===== config.mk =====
export PLATFORM = sky130hd
export DESIGN_NAME = indexed_max_priority_table_flat
export DESIGN_NICKNAME = d
export VERILOG_FILES = /design/src/design/imt_pkg.sv /design/src/design/imt_if.sv /design/src/design/imt_store.sv /design/src/design/imt_best.sv /design/src/design/indexed_max_priority_table.sv /design/src/flat_wrapper.sv
export VERILOG_INCLUDE_DIRS = /design/src /design/src/design
export SDC_FILE = /design/constraint.sdc
export NUM_CORES = 2
export LEC_CHECK = 0
export BUFFER_PORTS_ARGS = -buffer_cell sky130_fd_sc_hd__buf_2
export CAP_MARGIN = 20
export CORE_MARGIN = 2
export CORE_UTILIZATION = 45
export CTS_CLUSTER_DIAMETER = 80
export DETAILED_ROUTE_END_ITERATION = 12
export GPL_ROUTABILITY_DRIVEN = 1
export PLACE_DENSITY = 0.65
export SYNTH_ARGS = -nofsm -noshare
export SYNTH_HDL_FRONTEND = slang
export SYNTH_SLANG_ARGS = --single-unit

===== constraint.sdc =====
create_clock -name clk -period 6.02 [get_ports clk]
set_clock_uncertainty 0.15 [all_clocks]
set_input_delay 1.204 -clock clk [delete_from_list [all_inputs] [get_ports clk]]
set_output_delay 1.204 -clock clk [all_outputs]
set_load 0.03 [all_outputs]

===== src/design/indexed_max_priority_table_defines.svh =====
// Assertion macros shared by the indexed max-priority table RTL.
// No dependencies; included by indexed_max_priority_table.sv, the only file that carries assertions.
`ifndef INDEXED_MAX_PRIORITY_TABLE_DEFINES_SVH
`define INDEXED_MAX_PRIORITY_TABLE_DEFINES_SVH

// Same-cycle implication, disabled in reset
`define IMT_ASSERT_SAME(label, clk, rst, ante, cons, msg) \
  label: assert property (@(posedge clk) disable iff (rst) (ante) |-> (cons)) else $error(msg);

// Next-cycle implication, disabled in reset
`define IMT_ASSERT_NEXT(label, clk, rst, ante, cons, msg) \
  label: assert property (@(posedge clk) disable iff (rst) (ante) |=> (cons)) else $error(msg);

`endif


===== src/design/imt_pkg.sv =====
// Package for the indexed max-priority table: sizes, codes and the
// request/response types between the sequencer and the entry store.
package imt_pkg;

  localparam int ENTRIES    = 64;
  localparam int ORDER_BITS = 16;
  localparam int IDX_W      = $clog2(ENTRIES);

  // Fixed field widths
  localparam int KIND_W  = 2;
  localparam int ID_W    = 6;
  localparam int LEVEL_W = 7;

  localparam logic [LEVEL_W-1:0] LEVEL_MAX   = 7'd127;
  localparam logic [LEVEL_W-1:0] LIMIT_RESET = 7'd100;

  // Item kinds
  localparam logic [KIND_W-1:0] KIND_INSERT = 2'd0;
  localparam logic [KIND_W-1:0] KIND_ADD    = 2'd1;
  localparam logic [KIND_W-1:0] KIND_REMOVE = 2'd2;
  localparam logic [KIND_W-1:0] KIND_QUERY  = 2'd3;

  // Store access request: one read port, one write port
  typedef struct packed {
    logic [IDX_W-1:0]      rd_addr;
    logic [IDX_W-1:0]      wr_addr;
    logic                  lvl_we;
    logic                  ord_we;
    logic                  set_valid;
    logic                  clr_valid;
    logic [LEVEL_W-1:0]    wr_level;
    logic [ORDER_BITS-1:0] wr_order;
  } store_req_t;

  // Registered read data
  typedef struct packed {
    logic                  valid;
    logic [LEVEL_W-1:0]    level;
    logic [ORDER_BITS-1:0] order;
  } store_rsp_t;

endpackage


===== src/design/imt_if.sv =====
// Channel interfaces for the indexed max-priority table.
// Depends on imt_pkg for the field widths.
interface imt_item_if;
  import imt_pkg::*;
  logic              valid;
  logic              ready;
  logic [KIND_W-1:0] kind;
  logic [ID_W-1:0]   entry_id;
  logic [LEVEL_W-1:0] amount;
  modport source (output valid, kind, entry_id, amount, input ready);
  modport sink   (input valid, kind, entry_id, amount, output ready);
endinterface

interface imt_result_if;
  import imt_pkg::*;
  logic            valid;
  logic            ready;
  logic            found;
  logic [ID_W-1:0] chosen_id;
  modport source (output valid, found, chosen_id, input ready);
  modport sink   (input valid, found, chosen_id, output ready);
endinterface


===== src/design/imt_store.sv =====
// Entry store: level/arrival memory with registered read, plus valid flops.
// Depends on imt_pkg.
module imt_store (
  input  logic                clk,
  input  logic                rst,
  input  imt_pkg::store_req_t req,
  output imt_pkg::store_rsp_t rsp
);
  import imt_pkg::*;

  logic [LEVEL_W-1:0]    level_mem [ENTRIES];
  logic [ORDER_BITS-1:0] order_mem [ENTRIES];
  logic [ENTRIES-1:0]    valid;

  // Memory write and registered read; the valid bit is read alongside
  always_ff @(posedge clk) begin
    if (req.lvl_we) begin
      level_mem[req.wr_addr] <= req.wr_level;
    end
    if (req.ord_we) begin
      order_mem[req.wr_addr] <= req.wr_order;
    end
    rsp.level <= level_mem[req.rd_addr];
    rsp.order <= order_mem[req.rd_addr];
    rsp.valid <= valid[req.rd_addr];
  end

  // Valid bits, cleared at reset
  always_ff @(posedge clk) begin
    if (rst) begin
      valid <= '0;
    end else begin
      if (req.set_valid) begin
        valid[req.wr_addr] <= 1'b1;
      end else if (req.clr_valid) begin
        valid[req.wr_addr] <= 1'b0;
      end
    end
  end

endmodule


===== src/design/imt_best.sv =====
// Compare unit: keeps the best live candidate seen during a scan.
// Depends on imt_pkg.
module imt_best (
  input  logic                        clk,
  input  logic                        rst,
  input  logic                        clear,
  input  logic                        cand_en,
  input  logic [imt_pkg::IDX_W-1:0]   cand_id,
  input  imt_pkg::store_rsp_t         cand,
  input  logic [imt_pkg::LEVEL_W-1:0] limit,
  output logic                        have,
  output logic [imt_pkg::IDX_W-1:0]   best_id
);
  import imt_pkg::*;

  logic [LEVEL_W-1:0]    best_level;
  logic [ORDER_BITS-1:0] best_order;
  logic                  live;
  logic                  better;

  // Higher level wins; equal level goes to the earlier arrival.
  // Scan runs in ascending id, so a full tie keeps the lower id.
  assign live   = cand.valid && (cand.level <= limit);
  assign better = !have || (cand.level > best_level) ||
                  ((cand.level == best_level) && (cand.order < best_order));

  always_ff @(posedge clk) begin
    if (rst) begin
      have <= 1'b0;
    end else if (clear) begin
      have <= 1'b0;
    end else if (cand_en && live && better) begin
      have <= 1'b1;
    end
  end

  always_ff @(posedge clk) begin
    if (cand_en && live && better) begin
      best_id    <= cand_id;
      best_level <= cand.level;
      best_order <= cand.order;
    end
  end

endmodule


===== src/design/indexed_max_priority_table.sv =====
// Indexed max-priority table. Insert and remove complete in the transfer
// cycle; an add reads the memory, then makes a saturating write. A query
// walks all ENTRIES (64) entries through the single memory read port, one per
// cycle, and its result is registered once the last candidate has been
// compared and the result channel has taken any previous result. The block
// takes no new item while an add or query is in progress. Valid bits live in
// flip-flops cleared by reset, so no clearing pass follows reset.
`include "indexed_max_priority_table_defines.svh"

module indexed_max_priority_table (
  input  logic                        clk,
  input  logic                        rst,
  imt_item_if.sink                    item,
  imt_result_if.source                result,
  input  logic                        cfg_wr_en,
  input  logic [imt_pkg::LEVEL_W-1:0] cfg_wr_data
);
  import imt_pkg::*;

  localparam logic [1:0] ST_IDLE  = 2'd0;
  localparam logic [1:0] ST_ADD   = 2'd1;
  localparam logic [1:0] ST_SCAN  = 2'd2;
  localparam logic [1:0] ST_REPLY = 2'd3;

  logic [1:0]            state;
  logic [IDX_W-1:0]      scan_idx;
  logic                  cand_en;
  logic [IDX_W-1:0]      cand_id;
  logic [LEVEL_W-1:0]    live_limit;
  logic [ORDER_BITS-1:0] arrival;
  logic [IDX_W-1:0]      op_id;
  logic [LEVEL_W-1:0]    op_amount;
  logic                  out_valid;
  logic                  out_found;
  logic [ID_W-1:0]       out_id;

  logic                  xfer;
  logic                  id_ok;
  logic [IDX_W-1:0]      item_idx;
  logic [LEVEL_W:0]      add_sum;
  logic [LEVEL_W-1:0]    add_sat;
  logic                  out_free;
  logic                  reply_go;
  logic                  have;
  logic [IDX_W-1:0]      best_id;
  store_req_t            req;
  store_rsp_t            rsp;

  assign item.ready = (state == ST_IDLE);
  assign xfer       = item.valid && item.ready;
  assign id_ok      = (32'(item.entry_id) < 32'(ENTRIES));
  assign item_idx   = IDX_W'(item.entry_id);
  assign out_free   = !out_valid || result.ready;
  // Reply once the last candidate has been compared and the output is free
  assign reply_go   = (state == ST_REPLY) && !cand_en && out_free;

  // Saturating add on the stored level
  assign add_sum = {1'b0, rsp.level} + {1'b0, op_amount};
  assign add_sat = add_sum[LEVEL_W] ? LEVEL_MAX : add_sum[LEVEL_W-1:0];

  // Store access
  always_comb begin
    req           = '0;
    req.rd_addr   = (state == ST_SCAN) ? scan_idx : item_idx;
    req.wr_addr   = (state == ST_ADD) ? op_id : item_idx;
    req.wr_level  = (state == ST_ADD) ? add_sat : item.amount;
    req.wr_order  = arrival;
    if (state == ST_ADD) begin
      req.lvl_we = rsp.valid;
    end else if (xfer && id_ok) begin
      case (item.kind)
        KIND_INSERT: begin
          req.lvl_we    = 1'b1;
          req.ord_we    = 1'b1;
          req.set_valid = 1'b1;
        end
        KIND_REMOVE: req.clr_valid = 1'b1;
        default: ;
      endcase
    end
  end

  // Sequencer
  always_ff @(posedge clk) begin
    if (rst) begin
      state   <= ST_IDLE;
      cand_en <= 1'b0;
    end else begin
      cand_en <= (state == ST_SCAN);
      unique case (state)
        ST_IDLE: begin
          if (xfer && item.kind == KIND_QUERY) begin
            state <= ST_SCAN;
          end else if (xfer && item.kind == KIND_ADD && id_ok) begin
            state <= ST_ADD;
          end
        end
        ST_ADD: state <= ST_IDLE;
        ST_SCAN: begin
          if (scan_idx == IDX_W'(ENTRIES - 1)) begin
            state <= ST_REPLY;
          end
        end
        ST_REPLY: begin
          // last candidate is compared in the first reply cycle; then wait for a free output
          if (reply_go) begin
            state <= ST_IDLE;
          end
        end
        default: state <= ST_IDLE;
      endcase
    end
  end

  // Scan address, candidate tag and latched operands
  always_ff @(posedge clk) begin
    cand_id <= scan_idx;
    if (state == ST_SCAN) begin
      scan_idx <= scan_idx + 1'b1;
    end else begin
      scan_idx <= '0;
    end
    if (xfer) begin
      op_id     <= item_idx;
      op_amount <= item.amount;
    end
  end

  // Limit register and arrival counter
  always_ff @(posedge clk) begin
    if (rst) begin
      live_limit <= LIMIT_RESET;
      arrival    <= ORDER_BITS'(1);
    end else begin
      if (cfg_wr_en) begin
        live_limit <= cfg_wr_data;
      end
      if (xfer && id_ok && item.kind == KIND_INSERT) begin
        arrival <= arrival + 1'b1;
      end
    end
  end

  // Result register
  always_ff @(posedge clk) begin
    if (rst) begin
      out_valid <= 1'b0;
    end else if (reply_go) begin
      out_valid <= 1'b1;
    end else if (result.ready) begin
      out_valid <= 1'b0;
    end
  end

  always_ff @(posedge clk) begin
    if (reply_go) begin
      out_found <= have;
      out_id    <= have ? ID_W'(best_id) : '0;
    end
  end

  assign result.valid     = out_valid;
  assign result.found     = out_found;
  assign result.chosen_id = out_id;

  imt_store u_store (
    .clk (clk),
    .rst (rst),
    .req (req),
    .rsp (rsp)
  );

  imt_best u_best (
    .clk     (clk),
    .rst     (rst),
    .clear   (xfer),
    .cand_en (cand_en),
    .cand_id (cand_id),
    .cand    (rsp),
    .limit   (live_limit),
    .have    (have),
    .best_id (best_id)
  );

  // Checks
  `IMT_ASSERT_NEXT(a_query_starts_scan, clk, rst, xfer && item.kind == KIND_QUERY, state == ST_SCAN && scan_idx == '0, "query did not start a scan at entry zero")
  `IMT_ASSERT_SAME(a_scan_no_write, clk, rst, state == ST_SCAN, !req.lvl_we && !req.ord_we && !req.set_valid && !req.clr_valid, "store written during a scan")
  `IMT_ASSERT_SAME(a_result_from_reply, clk, rst, $rose(out_valid), $past(state) == ST_REPLY, "result raised outside reply")
  `IMT_ASSERT_SAME(a_empty_zero_id, clk, rst, out_valid && !out_found, out_id == '0, "nonzero id with nothing found")

endmodule


===== src/flat_wrapper.sv =====
// flat-port wrapper written by rule: the top's interface ports become plain ports
module indexed_max_priority_table_flat import imt_pkg::*;
  (clk, rst, cfg_wr_en, cfg_wr_data, item_valid, item_kind, item_entry_id, item_amount, item_ready, result_valid, result_found, result_chosen_id, result_ready);
  imt_item_if item_i ();
  imt_result_if result_i ();
  input  logic clk;
  input  logic rst;
  input  logic cfg_wr_en;
  input  logic [imt_pkg::LEVEL_W-1:0] cfg_wr_data;
  input wire logic [$bits(item_i.valid)-1:0] item_valid;
  input wire logic [$bits(item_i.kind)-1:0] item_kind;
  input wire logic [$bits(item_i.entry_id)-1:0] item_entry_id;
  input wire logic [$bits(item_i.amount)-1:0] item_amount;
  output wire logic [$bits(item_i.ready)-1:0] item_ready;
  output wire logic [$bits(result_i.valid)-1:0] result_valid;
  output wire logic [$bits(result_i.found)-1:0] result_found;
  output wire logic [$bits(result_i.chosen_id)-1:0] result_chosen_id;
  input wire logic [$bits(result_i.ready)-1:0] result_ready;
  assign item_i.valid = item_valid;
  assign item_i.kind = item_kind;
  assign item_i.entry_id = item_entry_id;
  assign item_i.amount = item_amount;
  assign item_ready = item_i.ready;
  assign result_valid = result_i.valid;
  assign result_found = result_i.found;
  assign result_chosen_id = result_i.chosen_id;
  assign result_i.ready = result_ready;
  indexed_max_priority_table u_core (.clk(clk), .rst(rst), .item(item_i), .result(result_i), .cfg_wr_en(cfg_wr_en), .cfg_wr_data(cfg_wr_data));
endmodule

# Word-level counts from Yosys, hierarchy flattened
# Memories as Yosys holds them, arrays and structs flattened. A register that Yosys moved wholly into a read port is not among the register bits.
# Index checks and enable logic that the tools add are counted.
# Widths: inputs -> output; s select.
[word_totals] reg_bits=154 ram_bits=1472 inputBits=27 output_inout_bits=9 n_memories=2
[classes] addsub=3 magnitude_cmp=6 eq_ne=11 muxes=26 bitwise_logic=3 reduce_logical=23
[mem_list] memory="u_core.u_store.order_mem" words=64 width=16 read_ports=1 rd_clocked_by_memory_dff=1 wr=1 line="imt_store.sv:12" rtl="logic [ORDER_BITS-1:0] order_mem [ENTRIES];"
[mem_list] memory="u_core.u_store.level_mem" words=64 width=7 read_ports=1 rd_clocked_by_memory_dff=1 wr=1 line="imt_store.sv:11" rtl="logic [LEVEL_W-1:0] level_mem [ENTRIES];"
[op_table] cell="$mux 64" count=2
[op_table] cell="$and 64x64->64" count=1
[op_table] cell="$not 64->64" count=1
[op_table] cell="$or 64x64->64" count=1
[op_table] cell="$add 16x1->16 const B" count=1
[op_table] cell="$lt 16x16->1" count=1
[op_table] cell="$lt 6x7->1 const B" count=2
[op_table] cell="$mux 7" count=2
[op_table] cell="$mux 6" count=2
[op_table] cell="$logic_and 1x1->1" count=11
[op_table] cell="$mux 1" count=10
[op_table] cell="$add 7x7->8" count=1
[op_table] cell="$eq 2x2->1 const B" count=4
[op_table] cell="$mux 2" count=4
[op_table] cell="$pmux 2 s4" count=1
[op_table] cell="$eq 7x7->1" count=1
[op_table] cell="$gt 7x7->1" count=1
[op_table] cell="$le 7x7->1" count=1
[op_table] cell="$add 6x1->6 const B" count=1
[op_table] cell="$bmux 1 s6" count=1
[op_table] cell="$demux 1 s6" count=1
[op_table] cell="$eq 6x6->1 const B" count=1
[op_table] cell="$ge 6x1->1 const B" count=1
[op_table] cell="$mux 3" count=2
[op_table] cell="11 further kinds" count=18

# Depth between registers and ports, before layout
[logic_depth] depth_word=10 mapped_depth=12

# Cells and area by module
# From an unflattened synthesis, not the netlist that was laid out.
[hier_totals] cells_unflattened=3300 area_unflattened_um2=64753.4
[by_module_without_submodules] mod="imt_store" instances=1 cells_each=2889 area_per_inst_um2=60410.4
[by_module_without_submodules] mod="indexed_max_priority_table" instances=1 cells_each=276 area_per_inst_um2=2700.1
[by_module_without_submodules] mod="imt_best" instances=1 cells_each=135 area_per_inst_um2=1642.8

# Worst setup path before layout
# No wires, ideal clock.
[synth_timing] path_type="flip-flop to flip-flop" from="reg u_core.op_amount[1]" to="mem u_core.u_store.level_mem[0][5], data pin" arrival_ps=4097 slack_ps=1051 path_stages_with_launch=8 cell_sequence="edfxtp_1 ha_1 a21o_1 a21oi_1 o21bai_1 a21oi_1 nor4_1 a211oi_1"
[synth_lines] element="from (decl)" line="indexed_max_priority_table.sv:32" rtl="logic [LEVEL_W-1:0] op_amount;"
[synth_lines] element="from (signal assigned)" line="indexed_max_priority_table.sv:125" rtl="op_amount <= item.amount;"
[synth_lines] element="to (decl)" line="imt_store.sv:11"

# Worst setup path in the final report
[layout_timing] from="reg u_core.state[1]" to="reg u_core.u_store.rsp[14] (netlist name)"
[layout_between] elab_chain_len=2
[layout_lines] element="from (decl)" line="indexed_max_priority_table.sv:25" rtl="logic [1:0] state;"
[layout_lines] element="from (signal assigned)" line="indexed_max_priority_table.sv:86" rtl="state <= ST_IDLE;"
[layout_lines] element="from (signal assigned)" line="indexed_max_priority_table.sv:93" rtl="state <= ST_SCAN;"
[layout_lines] element="from (signal assigned)" line="indexed_max_priority_table.sv:95" rtl="state <= ST_ADD;"
[layout_lines] element="$eq 2x2->1" line="indexed_max_priority_table.sv:64" rtl="req.rd_addr = (state == ST_SCAN) ? scan_idx : item_idx;"
[layout_lines] element="$mux 6" line="indexed_max_priority_table.sv:64"
# No other way between the ends.
# A chain may end at the register's enable or synchronous reset.

==> qor.csv <==
stage,metric,value,unit
sta,rsz0062_at_grt,no,
synth,ys_types,59,
synth,syn_nets,4374,
clocking,cts_tree,built,
synth,synth_xor_area_share,0.218,%
routing,via_count,39400,
synth,yosys.area_share.simple,6.37,%
run,cap_violations,0,
synth,async_flop_share,0,%
synth,synthFlopType,edfxtp_1,
power,leakage,0.0264,uW
finish,nets,4481,
synth,syn_avg_cell_area,15.9,um2
sta,worst_pin_slew,1.14,ns
synth,synth_top_family_by_area,multiplexers,
floorplanning,dieArea,155000,um2
power,pwr-share-clk,41.5,%
synth,yosys-top-cells-area,"edfxtp_1, mux4_2, mux2i_1",
synth,syn_inst,4308,
power,powerDensity,310,nW/um2
grt,antenna_found_initial,4,
power,p_switching,5190,uW
clocking,cts_resized,0,
routing,vias_per_cell,6.00,
critical_path,arrival,5.35,ns
placement,place_area,71700,um2
clocking,post_cts_buffers,0,
grt,grt_pass1_vias,39100,
synth,synth_top_area_share,66.8,%
sta,slew_viol_final,0,
clocking,cts-buffers-inserted,163,
sta,period_needed,4.87,ns
synth,yosysMostFrequentCell,edfxtp_1,
synth,synth-compound-area-share,7.07,%
clocking,cts_sinks,1649,
sta,tns,0,ns
floorplanning,die_x,394,um
placement,gp_congestion,0.832,
grt,grt_pass1_wl,258000,um
synth,synth.yosys.seq_area_share,70.6,%
sta,slew_headroom,23.6,%
power,combPwrFrac,5.9,%
routing,first_pass_iters,7,
grt,gr-total-overflow,0,
synth,synth_area,68300,um2
critical_path,crit_path_end_kind,flip-flop,
clocking,root_buffer,clkbuf_16,
sta,max_freq,205,MHz
clocking,insertion_delay,0.79,ns
power,power,23900,uW
synth,synth_fa_ha_area_share,0.725,%
clocking,clk_pin_slew_worst_paths,0.06,ns
sta,layout_setup_ws,1.15,ns
placement,dpl.cell_count,6266,
min_path,min-delay-path-class,reg -> reg,
placement,dp_hpwl,103000,um
power,power.share.sequential,52.6,%
synth,yosys.area.top_type,edfxtp_1,
finish,instances_no_fill,6560,
floorplanning,rows,142,
status,outcome,"complete, no violations",
finish,drive_gt1_share,15.5,%
floorplanning,core_area,150000,um2
sta,period_share,80.9,%
routing,drtIter0Drc,4480,
floorplanning,start_util,45.5,%
critical_path,worst_setup_path_start_kind,flip-flop,
sta,hold_viol_final,0,
finish,area_delta_synth_final,12.5,%
synth,synth_common_cells,"edfxtp_1, mux2i_1, nor2_1",
placement,dpl_worst_slack,1.14,ns
routing,routed_wl,175000,um
synth,synthMuxAreaShare,12.2,%
critical_path,cp_max_fo,34,
synth,yosys_warnings,0,
routing,wl_per_cell,26.7,um
power,swShare,21.8,%
grt,grt_max_degree,107,
routing,route.detailed.drc,0,
floorplanning,die_y,394,um
clocking,hold_buffers,0,
finish,design_area,76900,um2
power,max-vdd-ir-drop,0.288,mV
placement,port-buffer-count,35,
clocking,htreeDepth,4,
critical_path,crit_type,reg -> reg,
sta,setup_viol,0,
synth,synth_seq_cells,1649,
floorplanning,ios,36,
critical_path,cp_data_required_time,6.50,ns
clocking,clockBufferDepth,3,
synth,synth-edff-count,1521,
routing,final_antenna_net_count,0,
grt,grtUsageTotal,22.2,%
power,p_int,18700,uW
critical path, cell delays in order, from the launching register on:
cell and delay [ns]:
dfxtp_1 0.83, nand2b_4 0.50, a21oi_4 0.99, buf_4 0.40, buf_12 0.28, mux4_2 0.52
nor2b_1 0.15, nor4_1 0.67, nand4_1 0.15
flip-flops by register name (all words and copies together) (netlist names), 2 cells and up, named ones only:
register                  flops
u_core.cand_id                6
u_core.op_amount              7
u_core.arrival               16
u_core.u_best.best_level      7
u_core.result.chosen_id       6
u_core.u_store.level_mem    448
u_core.scan_idx               6
u_core.op_id                  6
u_core.u_best.best_id         6
u_core.live_limit             7
u_core.u_best.best_order     16
u_core.u_store.order_mem   1024
u_core.state                  2
u_core.u_store.rsp           24
through the flow:
stage | utilization (%) | hold slack (ns)
2_1_floorplan | - | 0.176
3_5_place_dp | 47.7 | 0.243
5_1_grt | 51.2 | 0.274
4_1_cts | 51.1 | 0.258
6_report | 51.2 | 0.260
3_3_place_gp | 47.7 | 0.237
layout by cell type, fill, tap and decap left out, types with 35 or more instances in the layout:
master	instances
a31oi_1	49
a2111oi_0	38
ha_1	38
a21oi_1	50
clkinv_1	36
mux4_2	192
clkbuf_16	168
buf_4	177
nor3_1	49
inv_1	181
buf_2	35
mux2i_1	394
nor2b_1	172
nor4_1	74
a211oi_1	336
edfxtp_1	1521
nor2_1	385
o32ai_1	48
nand2_1	104
dfxtp_1	111
cells by family after synthesis:
| kind of cell | count (synthesis) |
|---|---|
| XOR/XNOR | 17 |
| flip-flops | 1649 |
| AO/OA/AOI/OAI | 642 |
| multiplexers | 592 |
| buffers and inverters | 472 |
| adder cells (fa/ha/maj) | 39 |
| AND/OR/NAND/NOR | 897 |
power by group through the flow:
| stage | clock (uW) | combinational [uW] | sequential, uW |
|---|---|---|---|
| 2_1_floorplan | 0 | 868 | 12800 |
| 3_3_place_gp | 0 | 1390 | 12800 |
| 3_5_place_dp | 0 | 1410 | 12800 |
| 4_1_cts | 10000 | 1410 | 12500 |
| 5_1_grt | 10500 | 1510 | 12500 |
| 6_report | 9900 | 1410 | 12500 |
worst paths after layout:
| check | slack (ns) | startpoint | cells past startpoint | to |
|---|---|---|---|---|
| setup / recovery | 1.15 | u_core.state[1]$_SDFFE_PP0P_ | 8 | u_core.u_store.rsp[14]$_DFF_P_ |
| hold / removal | 0.26 | u_core.cand_id[0]$_DFF_P_ | 0 | u_core.u_best.best_id[0]$_DFFE_PP_ |
| setup reg to reg | 1.15 | u_core.state[1]$_SDFFE_PP0P_ | 8 | u_core.u_store.rsp[14]$_DFF_P_ |
| hold reg to reg | 0.26 | u_core.cand_id[0]$_DFF_P_ | 0 | u_core.u_best.best_id[0]$_DFFE_PP_ |
per-layer routing:
layer  share of wire, %  track usage [%]
met1                 42             30.7
met5              0.013                0
met4                3.2             7.77
met3                7.5             3.81
met2                 48             35.7
area by class of cell:
class	instances	area, um2
timing repair buffer	232	1860
inverter	182	683
clock buffer	204	4420
multi-input combinational	2187	18400
fill	12200	73400
tap	2016	2520
antenna	3	7.51
clock inverter	87	729
sequential	1649	48300
(Power assumes the default switching activity.)
